**src/rrtp_pkg.sv**
```systemverilog
// Package for the round-robin task picker.
// Holds request codes, sequencer state type and the result beat type.
// No dependencies.
package rrtp_pkg;

    localparam logic [1:0] REQ_REGISTER = 2'd0;
    localparam logic [1:0] REQ_RUN      = 2'd1;
    localparam logic [1:0] REQ_SLEEP    = 2'd2;

    localparam int HANDLE_W = 16;
    localparam int INDEX_W  = 3;

    typedef enum logic [2:0] {
        ST_IDLE,
        ST_REG,
        ST_RUN_SCAN,
        ST_RUN_READ,
        ST_SLP_RD,
        ST_SLP_CMP,
        ST_DONE
    } rrtp_state_t;

    typedef struct packed {
        logic                accepted;
        logic                task_valid;
        logic [INDEX_W-1:0]  task_index;
        logic [HANDLE_W-1:0] chosen_handle;
    } rrtp_result_t;

endpackage

```
**src/rrtp_handle_ram.sv**
```systemverilog
// Handle table storage for the round-robin task picker.
// One write port, one read port with registered read data. Uses rrtp_pkg.
module rrtp_handle_ram #(
    parameter int DEPTH = 8,
    parameter int AW    = 3
) (
    input  logic                          clk,
    input  logic                          we,
    input  logic [AW-1:0]                 waddr,
    input  logic [rrtp_pkg::HANDLE_W-1:0] wdata,
    input  logic                          re,
    input  logic [AW-1:0]                 raddr,
    output logic [rrtp_pkg::HANDLE_W-1:0] rdata
);
    import rrtp_pkg::*;

    logic [HANDLE_W-1:0] mem [DEPTH];
    logic [HANDLE_W-1:0] rdata_reg;

    always_ff @(posedge clk)
    begin
        if (we)
        begin
            mem[waddr] <= wdata;
        end
    end

    always_ff @(posedge clk)
    begin
        if (re)
        begin
            rdata_reg <= mem[raddr];
        end
    end

    assign rdata = rdata_reg;

endmodule

```
**src/rrtp_ctrl.sv**
```systemverilog
// Sequencer for the round-robin task picker: slot scan, asleep flags, counters.
// Drives the handle RAM and produces one result beat per request. Uses rrtp_pkg.
module rrtp_ctrl #(
    parameter int MAX_TASKS = 8,
    parameter int SLOT_W    = 3
) (
    input  logic                          clk,
    input  logic                          rst_n,
    input  logic                          req_valid,
    input  logic [1:0]                    req_type,
    input  logic [rrtp_pkg::HANDLE_W-1:0] task_handle,
    output logic                          req_stall,
    output logic                          res_valid,
    input  logic                          res_stall,
    output rrtp_pkg::rrtp_result_t        res,
    output logic                          ram_we,
    output logic [SLOT_W-1:0]             ram_waddr,
    output logic [rrtp_pkg::HANDLE_W-1:0] ram_wdata,
    output logic                          ram_re,
    output logic [SLOT_W-1:0]             ram_raddr,
    input  logic [rrtp_pkg::HANDLE_W-1:0] ram_rdata
);
    import rrtp_pkg::*;

    localparam int              CNT_W   = $clog2(MAX_TASKS + 1);
    localparam logic [CNT_W-1:0] MAX_CNT = CNT_W'(MAX_TASKS);

    rrtp_state_t          state_reg;
    rrtp_state_t          state_next;
    logic [CNT_W-1:0]     count_reg;
    logic [SLOT_W-1:0]    next_slot_reg;
    logic [MAX_TASKS-1:0] asleep_reg;
    logic [SLOT_W-1:0]    slot_reg;
    logic [CNT_W-1:0]     iter_reg;
    logic [HANDLE_W-1:0]  hdl_reg;
    rrtp_result_t         res_reg;

    logic                 accept;
    logic                 full;
    logic                 start_empty;
    logic                 awake;
    logic                 hdl_match;
    logic [CNT_W-1:0]     slot_inc;
    logic [SLOT_W-1:0]    slot_follow;
    logic                 slot_last;
    logic [CNT_W-1:0]     iter_inc;
    logic                 iter_last;
    logic [SLOT_W-1:0]    count_slot;
    logic [SLOT_W+INDEX_W-1:0] slot_wide;

    assign accept      = req_valid && (state_reg == ST_IDLE);
    assign full        = (count_reg == MAX_CNT);
    assign start_empty = (count_reg == '0) || (CNT_W'(next_slot_reg) >= count_reg);
    assign awake       = !asleep_reg[slot_reg];
    assign hdl_match   = (ram_rdata == hdl_reg);
    assign slot_inc    = CNT_W'(slot_reg) + CNT_W'(1);
    // wrap to slot 0 past the last registered task
    assign slot_follow = (slot_inc < count_reg) ? slot_inc[SLOT_W-1:0] : '0;
    assign slot_last   = (slot_inc == count_reg);
    assign iter_inc    = iter_reg + CNT_W'(1);
    assign iter_last   = (iter_inc == count_reg);
    assign count_slot  = count_reg[SLOT_W-1:0];
    assign slot_wide   = {{INDEX_W{1'b0}}, slot_reg};

    // next state
    always_comb
    begin
        state_next = state_reg;
        unique case (state_reg)
            ST_IDLE:
            begin
                if (req_valid)
                begin
                    case (req_type)
                        REQ_REGISTER: state_next = ST_REG;
                        REQ_RUN:      state_next = start_empty ? ST_DONE : ST_RUN_SCAN;
                        REQ_SLEEP:    state_next = (count_reg == '0) ? ST_DONE : ST_SLP_RD;
                        default:      state_next = ST_DONE;
                    endcase
                end
            end
            ST_REG:      state_next = ST_DONE;
            ST_RUN_SCAN:
            begin
                if (awake)
                begin
                    state_next = ST_RUN_READ;
                end
                else if (iter_last)
                begin
                    state_next = ST_DONE;
                end
            end
            ST_RUN_READ: state_next = ST_DONE;
            ST_SLP_RD:   state_next = ST_SLP_CMP;
            ST_SLP_CMP:  state_next = slot_last ? ST_DONE : ST_SLP_RD;
            ST_DONE:
            begin
                if (!res_stall)
                begin
                    state_next = ST_IDLE;
                end
            end
            default:     state_next = ST_IDLE;
        endcase
    end

    // outputs
    always_comb
    begin
        req_stall = (state_reg != ST_IDLE);
        res_valid = (state_reg == ST_DONE);
        res       = res_reg;
        ram_we    = (state_reg == ST_REG) && !full;
        ram_waddr = count_slot;
        ram_wdata = hdl_reg;
        ram_re    = ((state_reg == ST_RUN_SCAN) && awake) || (state_reg == ST_SLP_RD);
        ram_raddr = slot_reg;
    end

    always_ff @(posedge clk or negedge rst_n)
    begin
        if (!rst_n)
        begin
            state_reg     <= ST_IDLE;
            count_reg     <= '0;
            next_slot_reg <= '0;
            asleep_reg    <= '0;
        end
        else
        begin
            state_reg <= state_next;
            if ((state_reg == ST_REG) && !full)
            begin
                count_reg              <= count_reg + CNT_W'(1);
                asleep_reg[count_slot] <= 1'b0;
            end
            if ((state_reg == ST_RUN_SCAN) && awake)
            begin
                next_slot_reg <= slot_follow;
            end
            if ((state_reg == ST_SLP_CMP) && hdl_match)
            begin
                asleep_reg[slot_reg] <= 1'b1;
            end
        end
    end

    // working registers, loaded on accept
    always_ff @(posedge clk)
    begin
        if (accept)
        begin
            hdl_reg          <= task_handle;
            slot_reg         <= (req_type == REQ_RUN) ? next_slot_reg : '0;
            iter_reg         <= '0;
            res_reg          <= '0;
            res_reg.accepted <= (req_type == REQ_SLEEP);
        end
        else
        begin
            unique case (state_reg)
                ST_REG:
                begin
                    res_reg.accepted <= !full;
                end
                ST_RUN_SCAN:
                begin
                    if (!awake)
                    begin
                        slot_reg <= slot_follow;
                        iter_reg <= iter_inc;
                    end
                end
                ST_RUN_READ:
                begin
                    res_reg.accepted      <= 1'b1;
                    res_reg.task_valid    <= 1'b1;
                    res_reg.task_index    <= slot_wide[INDEX_W-1:0];
                    res_reg.chosen_handle <= ram_rdata;
                end
                ST_SLP_CMP:
                begin
                    slot_reg <= slot_inc[SLOT_W-1:0];
                end
                default:
                begin
                end
            endcase
        end
    end

    a_count_bound: assert property (@(posedge clk) disable iff (!rst_n)
        count_reg <= MAX_CNT)
        else $error("task count above table size");

    a_next_slot_in_range: assert property (@(posedge clk) disable iff (!rst_n)
        (count_reg != '0) |-> (CNT_W'(next_slot_reg) < count_reg))
        else $error("next slot outside registered tasks");

    a_chosen_awake: assert property (@(posedge clk) disable iff (!rst_n)
        (state_reg == ST_RUN_SCAN) && awake |=> !asleep_reg[slot_reg])
        else $error("run picked a sleeping task");

    a_result_held: assert property (@(posedge clk) disable iff (!rst_n)
        res_valid && res_stall |=> res_valid && $stable(res_reg))
        else $error("result changed while stalled");

endmodule

```
**src/round_robin_task_picker.sv**
```systemverilog
// Round-robin task picker over a table of MAX_TASKS task handles: a request
// beat registers a handle, picks the next awake task, or puts matching tasks
// to sleep, and each request gives exactly one result beat. One request is
// worked at a time by a small sequencer around the handle RAM and a single
// compare/increment step. A register request writes the handle to the RAM
// unless the table is full; a run request checks one slot per cycle, then
// does one RAM read; a sleep request gives each slot a RAM read and a
// compare. An output register holds the result beat, so a new request can
// be taken while the previous result waits downstream.
// Depends on rrtp_pkg, rrtp_handle_ram and rrtp_ctrl.
module round_robin_task_picker #(
    parameter int MAX_TASKS = 8
) (
    input  logic                                 clk,
    input  logic                                 rst_n,
    input  logic                                 req_valid,
    output logic                                 req_stall,
    input  logic [1:0]                           req_type,
    input  logic [rrtp_pkg::HANDLE_W-1:0]        task_handle,
    output logic                                 rsp_valid,
    input  logic                                 rsp_stall,
    output logic                                 accepted,
    output logic                                 task_valid,
    output logic [rrtp_pkg::INDEX_W-1:0]         task_index,
    output logic [rrtp_pkg::HANDLE_W-1:0]        chosen_handle
);
    import rrtp_pkg::*;

    localparam int SLOT_W = (MAX_TASKS > 1) ? $clog2(MAX_TASKS) : 1;

    logic                res_valid;
    logic                res_stall;
    rrtp_result_t        res;
    logic                ram_we;
    logic [SLOT_W-1:0]   ram_waddr;
    logic [HANDLE_W-1:0] ram_wdata;
    logic                ram_re;
    logic [SLOT_W-1:0]   ram_raddr;
    logic [HANDLE_W-1:0] ram_rdata;

    logic                rsp_valid_reg;
    rrtp_result_t        rsp_reg;

    rrtp_handle_ram #(
        .DEPTH (MAX_TASKS),
        .AW    (SLOT_W)
    ) u_ram (
        .clk   (clk),
        .we    (ram_we),
        .waddr (ram_waddr),
        .wdata (ram_wdata),
        .re    (ram_re),
        .raddr (ram_raddr),
        .rdata (ram_rdata)
    );

    rrtp_ctrl #(
        .MAX_TASKS (MAX_TASKS),
        .SLOT_W    (SLOT_W)
    ) u_ctrl (
        .clk         (clk),
        .rst_n       (rst_n),
        .req_valid   (req_valid),
        .req_type    (req_type),
        .task_handle (task_handle),
        .req_stall   (req_stall),
        .res_valid   (res_valid),
        .res_stall   (res_stall),
        .res         (res),
        .ram_we      (ram_we),
        .ram_waddr   (ram_waddr),
        .ram_wdata   (ram_wdata),
        .ram_re      (ram_re),
        .ram_raddr   (ram_raddr),
        .ram_rdata   (ram_rdata)
    );

    // output register is free when empty or being drained this cycle
    assign res_stall = rsp_valid_reg && rsp_stall;

    always_ff @(posedge clk or negedge rst_n)
    begin
        if (!rst_n)
        begin
            rsp_valid_reg <= 1'b0;
        end
        else if (res_valid && !res_stall)
        begin
            rsp_valid_reg <= 1'b1;
        end
        else if (!rsp_stall)
        begin
            rsp_valid_reg <= 1'b0;
        end
    end

    always_ff @(posedge clk)
    begin
        if (res_valid && !res_stall)
        begin
            rsp_reg <= res;
        end
    end

    assign rsp_valid     = rsp_valid_reg;
    assign accepted      = rsp_reg.accepted;
    assign task_valid    = rsp_reg.task_valid;
    assign task_index    = rsp_reg.task_index;
    assign chosen_handle = rsp_reg.chosen_handle;

endmodule

```
**config.mk**
```make
export PLATFORM = sky130hd
export DESIGN_NAME = round_robin_task_picker
export DESIGN_NICKNAME = d
export VERILOG_FILES = /design/src/rrtp_pkg.sv /design/src/rrtp_handle_ram.sv /design/src/rrtp_ctrl.sv /design/src/round_robin_task_picker.sv
export SDC_FILE = /design/constraint.sdc
export NUM_CORES = 1
export LEC_CHECK = 0
export BUFFER_PORTS_ARGS = -buffer_cell sky130_fd_sc_hd__buf_2
export CORE_ASPECT_RATIO = 1.25
export CORE_MARGIN = 5
export CORE_UTILIZATION = 50
export CTS_CLUSTER_DIAMETER = 50
export CTS_CLUSTER_SIZE = 25
export DETAILED_ROUTE_END_ITERATION = 12
export GPL_TIMING_DRIVEN = 0
export PLACE_DENSITY = 0.67
export SLEW_MARGIN = 20
export SYNTH_ARGS = -nofsm -noshare
export SYNTH_HDL_FRONTEND = slang
export SYNTH_SLANG_ARGS = --single-unit
```
**constraint.sdc**
```tcl
create_clock -name clk -period 4.5 [get_ports clk]
set_input_delay 0.45 -clock clk [delete_from_list [all_inputs] [get_ports clk]]
set_output_delay 0.45 -clock clk [all_outputs]
set_load 0.02 [all_outputs]
```
==> metrics.csv, run 1 <==
metric,value,unit
result of the run,"finished, final reports clean",
cts bufs inserted,18,
Slew headroom,0.4165,
CP arrival,3.80,ns
Final setup viols,0,
setup TNS,0,ns
CP Class,reg2reg,
Post-synth top cells,"edfxtp_1, nand2_1, a21oi_1, nor2_1, mux2i_1",
post-DR vias/cell,5.718,
leading post-synthesis cells by cell area,"edfxtp_1, dfxtp_1, dfrtp_1, nand2_1, mux2i_1",
Mapped Avg Cell Area,14.44,um^2
final worst-path cycle share,0.7687,
initial antenna violation count,0,
critical path data required time,4.85,ns
asr flop ratio synth,0.08333,
CTS Sinks,228,
antenna diode count,0,
vias,5415,
crit start category,register,
FP Rows,55,
remaining global-route overflow,0,
GRT Overall Usage,0.1905,
die area,21070,um^2
PwrDens,653.6,nW/um^2
placed instance area,9777,um^2
Gate Count Post-Synth,632,
Post-synth top flop,edfxtp_1,
DP Wirelength,13790,um
Area Growth Syn to Fin,14.30,%
max incr delay on CP,0.57,ns
WP buf/inv,2,
"Net Count, Synth",665,
share of post-route cells with drive strength above 1,0.1739,
fin crit period,3.459,ns
NumNets Final,740,
clk root buf,clkbuf_16,
clock-pin slew on the worst setup and hold paths,0.08,ns
global-route wire length before repair,31050,um
Synth cell types,63,
max_cap viols,0,
Synth area leader,edfxtp_1,
Initial DRC Count,368,
fin. max-slew vios,0,
VDD IR max,310.7,uV
WHS Path Cells,1,
Clock H-tree levels,1,
Final ANT Viol Nets,0,
drt total wl,19780,um
Post-synth EDFFs,185,
IO Pins,45,
RSZ-0062 raised after global routing,false,
DR DRC count,0,
Post-CTS Resized,0,
post-CTS setup buffer count,0,
drt wl/cell,20.89,um
Syn Std Cell Area,9128,um^2
iteration count of the initial detailed-routing pass,5,
"Max FO, Critical Path",10,
die height,161.1,um
hold crit path type,in2reg,
max reg flops,128,
Core Footprint,18030,um^2
CTS Hold Bufs,1,
clk_skew,0.02213,ns
CTS tree,done,
gpl congestion,0.9303,
# fillers,1419,
largest buffer count on any clock path,3,
most common cell in the netlist,edfxtp_1,
"Seq/Total Area, Yosys",0.7134,
"Clk Latency, worst-skew pair",0.50,ns
final hold vios,0,
final instance area,10430,um^2
critical path depth,10,
Initial Util,0.5062,
Top delay family on crit path,compound AO/OA/AOI/OAI gates,
Synthesis Warnings,0,
CP Capture Type,register,
post-synth top area share,0.6086,
Worst path slowest cell,clkbuf_1,
IO buf count,44,
Seq cells post-synth,228,
maximum number of pins on one net before global-route repair,26,
chip width,130.8,um
Reg2Reg Depth,10,
leakage power,3.697,nW
worst slew pin tran,0.8752,ns
fmax,289.1,MHz
CP cell instances,buf_2 -> clkbuf_1 -> nand2_1 -> nor2_1 -> ha_1 -> and3_1 -> a221oi_2 -> a21boi_1 -> o22ai_1 -> o21ai_1,
number of global-route vias before repair,5571,
[stage by stage]
stage	hold WS, ns	cells	setup slack [ns]	util	total power [mW]
after detailed placement	0.4189	914	1.105	0.5423	5.141
after global routing	0.1091	947	0.8135	0.5786	7.174
after global placement	0.4089	904	0.2658	0.5343	5.030
after CTS	0.1093	947	1.074	0.5786	6.855
final	0.1289	947	1.041	0.5786	6.819
after floorplan	0.1544	632	1.751	-	4.453
[worst paths after layout]
kind | endpoint | slack, ns | from
max in group asynchronous | u_ctrl.state_reg[0]$_DFFE_PN0P_ | 3.74 | rst_n
max reg2reg | u_ctrl.ram_raddr[0]$_DFFE_PP_ | 1.04 | u_ctrl.ram_raddr[2]$_DFFE_PP_
min | u_ctrl.ram_wdata[1]$_DFFE_PP_ | 0.13 | task_handle[1]
max | u_ctrl.ram_raddr[0]$_DFFE_PP_ | 1.04 | u_ctrl.ram_raddr[2]$_DFFE_PP_
min reg2reg | task_index[0]$_DFFE_PP_ | 0.43 | u_ctrl.res[16]$_SDFFE_PP0P_
min in group asynchronous | u_ctrl.next_slot_reg[2]$_DFFE_PN0P_ | 0.44 | rst_n
[cells by family after synthesis]
group | Yosys count | share of synthesized area
multiplexers | 39 | 0.05072
XOR/XNOR | 27 | 0.02591
AO/OA/AOI/OAI | 118 | 0.08773
flip-flops | 228 | 0.7134
buffers and inverters | 44 | 0.02083
AND/OR/NAND/NOR | 165 | 0.08636
adder cells (fa/ha/maj) | 11 | 0.01508
[power breakdown]
part	total (mW)	switching, mW	internal [mW]
clock network	1.71	0.774	0.934
logic	2.12	1.32	0.802
registers	2.99	0.241	2.75
total	6.82	2.33	4.49
[layout make-up]
class / count / area [um^2] / area share
inverters: 15 / 56.30 / 0.005397
clock inverters: 12 / 156.4 / 0.01499
well taps: 228 / 285.3 / 0.02734
plain buffers: 29 / 135.1 / 0.01295
flip-flops and latches: 228 / 6511 / 0.6241
repair buffers: 55 / 339.1 / 0.03250
multi-input cells: 360 / 2460 / 0.2358
clock buffers: 20 / 489.2 / 0.04689
[placed cells by master, fill, tap and decap left out, types with 5 or more instances in the layout]
cell and instances:
nand3_1 12, a22o_1 10, nor2_2 5, a221oi_1 5, mux2i_1 26, a221o_1 8
buf_6 6, nor2b_1 8, inv_1 15, o31ai_1 5, dfxtp_1 24, o21ai_0 19
o21ai_1 10, ha_1 11, edfxtp_1 185, buf_2 52, mux4_2 5, clkbuf_16 19
nand4_1 7, dfrtp_1 19, nor2_1 27, a21oi_1 32, buf_4 5, clkbuf_1 13
xnor2_1 23, nand2_1 73
[metal layers]
metal | vias up | global-route usage | routed length [um]
met3 | 49 | 0.02547 | 974
met4 | 0 | 0.07671 | 740
li1 | 2521 | - | -
met5 | - | 0 | 0
met1 | 2672 | 0.2548 | 8195
met2 | 173 | 0.3142 | 9871
[worst reg2reg max path, cell delays in order (launching register included)]
cell and delay (ns):
edfxtp_1 0.39, buf_2 0.28, clkbuf_1 0.58, nand2_1 0.35, nor2_1 0.26, ha_1 0.30, and3_1 0.19, a221oi_2 0.45
a21boi_1 0.22, o22ai_1 0.14, o21ai_1 0.17
Power figures use the tool's default switching activity.
==> inputs of run 2 (changes only) <==
==> constraint.sdc (replaced) <==
create_clock -name clk -period 3.4 [get_ports clk]
set_input_delay 0.34 -clock clk [delete_from_list [all_inputs] [get_ports clk]]
set_output_delay 0.34 -clock clk [all_outputs]
set_load 0.02 [all_outputs]
==> run 2 against run 1 <==
Against the previous run: worst setup slack worse by 0.66 ns; global-route usage shrank 0.077 points; sequential power is 32% higher; maximum frequency up 15%; total power is 33% higher; design area up 0.25%; register-to-register slack got worse by 0.66 ns; first-iteration DRC count up 16%; utilization up 0.15 points; final cell count stayed put; non-clock buffer count unchanged; clock skew decreased by 0.0025 ns; largest cell class unchanged.
==> metrics.csv, run 2 (synthesized netlist as in run 1, its figures left out) <==
metric,value,unit,change
CP Capture Type,register,,unchanged
maximum number of pins on one net before global-route repair,26,,unchanged
final worst-path cycle share,0.8870,,was 0.7687
DP Wirelength,13790,um,unchanged
final hold vios,0,,unchanged
max reg flops,128,,unchanged
FP Rows,55,,unchanged
critical path depth,10,,unchanged
chip width,130.8,um,unchanged
largest buffer count on any clock path,3,,unchanged
Net Sw Frac,0.3415,,was 0.3421
leakage power,3.708,nW,was 3.697 nW
Core Footprint,18030,um^2,unchanged
"Max FO, Critical Path",19,,was 10
antenna diode count,0,,unchanged
clk_skew,0.01967,ns,was 0.02213 ns
Initial DRC Count,427,,was 368
worst slew pin tran,0.8533,ns,was 0.8752 ns
max incr delay on CP,0.42,ns,was 0.57 ns
Top delay family on crit path,buffers and inverters,,was compound AO/OA/AOI/OAI gates
WP buf/inv,3,,was 2
IO buf count,44,,unchanged
RSZ-0062 raised after global routing,false,,unchanged
setup ws final,0.3843,ns,was 1.041 ns
"commonest non-fill, non-tap cell in the layout",edfxtp_1,,unchanged
Initial Util,0.5062,,unchanged
max_cap viols,0,,unchanged
CP Class,reg2reg,,unchanged
CTS tree,done,,unchanged
WHS Path Cells,1,,unchanged
cts bufs inserted,18,,unchanged
Final ANT Viol Nets,0,,unchanged
global-route wire length before repair,30880,um,was 31050 um
CP cell instances,buf_2 -> clkbuf_2 -> xnor2_1 -> inv_1 -> ha_1 -> and3_1 -> a221oi_4 -> a21boi_1 -> o22ai_1 -> o21ai_1,,was buf_2 -> clkbuf_1 -> nand2_1 -> nor2_1 -> ha_1 -> and3_1 -> a221oi_2 -> a21boi_1 -> o22ai_1 -> o21ai_1
combinational power share,0.313,,was 0.311
crit start category,register,,unchanged
total power,9.049,mW,was 6.819 mW
hold crit path type,in2reg,,unchanged
number of global-route vias before repair,5556,,was 5571
gpl congestion,0.9303,,unchanged
Clk network pwr share,0.250,,about the same
clk root buf,clkbuf_16,,unchanged
fin crit period,3.016,ns,was 3.459 ns
post-DR vias/cell,5.701,,was 5.718
VDD IR max,411.2,uV,was 310.7 uV
most frequent cells in the layout,"edfxtp_1, nand2_1, buf_2",,unchanged
"worst slack, placed",0.004962,ns,was 1.105 ns
Reg2Reg Depth,10,,unchanged
share of post-route cells with drive strength above 1,0.1739,,unchanged
iteration count of the initial detailed-routing pass,4,,was 5
remaining global-route overflow,0,,unchanged
drt wl/cell,20.72,um,was 20.89 um
GRT Overall Usage,0.1898,,was 0.1905
die height,161.1,um,unchanged
PwrDens,865.2,nW/um^2,was 653.6 nW/um^2
clock-pin slew on the worst setup and hold paths,0.08,ns,about the same
drt total wl,19620,um,was 19780 um
Area Growth Syn to Fin,14.59,%,was 14.30%
sequential share of power,0.437,,was 0.439
Worst path slowest cell,buf_2,,was clkbuf_1
post-CTS setup buffer count,0,,unchanged
switching power,3.090,mW,was 2.333 mW
initial antenna violation count,0,,unchanged
"Clk Latency, worst-skew pair",0.49,ns,was 0.50 ns
Internal Power,5.959,mW,was 4.487 mW
CTS Sinks,228,,unchanged
DR DRC count,0,,unchanged
fin. max-slew vios,0,,unchanged
Final setup viols,0,,unchanged
die area,21070,um^2,unchanged
fmax,331.6,MHz,was 289.1 MHz
result of the run,"finished, final reports clean",,unchanged
IO Pins,45,,unchanged
NumNets Final,740,,unchanged
CP arrival,3.36,ns,was 3.80 ns
critical path data required time,3.75,ns,was 4.85 ns
Slew headroom,0.4311,,was 0.4165
# fillers,1420,,was 1419
vias,5399,,was 5415
Clock H-tree levels,1,,unchanged
==> run 2: cell type report <==
cell class	count	area (um^2)	area share
Sequential cell	228	6511	0.6226
Multi-Input combinational cell	360	2471	0.2363
Clock buffer	20	489.2	0.04678
Timing Repair Buffer	57	359.1	0.03433
Tap cell	228	285.3	0.02728
Clock inverter	12	156.4	0.01495
Buffer	27	130.1	0.01244
Inverter	15	56.30	0.005383
==> run 2: power groups by stage <==
stage	clock, mW	combinational, mW	sequential [mW]
detailed placement	0	2.79	4.01
CTS	2.31	2.80	3.96
finish	2.27	2.83	3.95
global route	2.42	3.10	4.01
floorplan	0	1.93	3.97
global placement	0	2.66	4.00
==> run 2: worst register-to-register path, delay by kind of cell (launching register included) <==
kind	cells	cell delay, ns
DFF	1	0.38
xor gates and xnor gates	1	0.19
buffers and inverters	3	0.89
and+or+nand+nor	1	0.23
AOI/OAI and AO/OA	4	0.89
adders and majority gates	1	0.29
==> run 2: final timing paths <==
check                                              start                                  end  slack [ns]
min in group asynchronous                          rst_n  u_ctrl.next_slot_reg[2]$_DFFE_PN0P_        0.33
hold reg to reg              u_ctrl.res[16]$_SDFFE_PP0P_              task_index[0]$_DFFE_PP_        0.43
max in group asynchronous                          rst_n      u_ctrl.count_reg[2]$_DFFE_PN0P_        2.75
setup reg to reg           u_ctrl.ram_raddr[2]$_DFFE_PP_        u_ctrl.ram_raddr[0]$_DFFE_PP_        0.38
setup / recovery           u_ctrl.ram_raddr[2]$_DFFE_PP_        u_ctrl.ram_raddr[0]$_DFFE_PP_        0.38
hold / removal                            task_handle[1]        u_ctrl.ram_wdata[1]$_DFFE_PP_        0.02
==> run 2: metal layers <==
layer  wire (um)  track usage  vias to the layer above
li1            -            -                     2522
met3        1039      0.02514                       43
met4         693      0.07297                        0
met5           0            0                        -
met2        9851       0.3154                      171
met1        8035       0.2532                     2663
==> run 2: timing repair <==
| action | in CTS | in global routing |
|---|---|---|
| setup endpoints to repair | 3 | 3 |
| gates resized for setup | 0 | 3 |
| hold buffers | 3 | 0 |
| endpoints found under the hold margin | 21 | 0 |
==> run 2: stage by stage <==
stage / TNS, ns / hold WS (ns) / instance area [um^2] / cells / utilization
after floorplan: 0 / 0.04441 / 9128 / 632 / -
final: 0 / 0.01946 / 10460 / 947 / 0.5801
after global placement: -21.40 / 0.3037 / 9633 / 904 / 0.5343
after CTS: 0 / 0.0004972 / 10450 / 948 / 0.5795
after detailed placement: 0 / 0.3129 / 9777 / 914 / 0.5423
after global routing: 0 / 0.002307 / 10460 / 947 / 0.5801
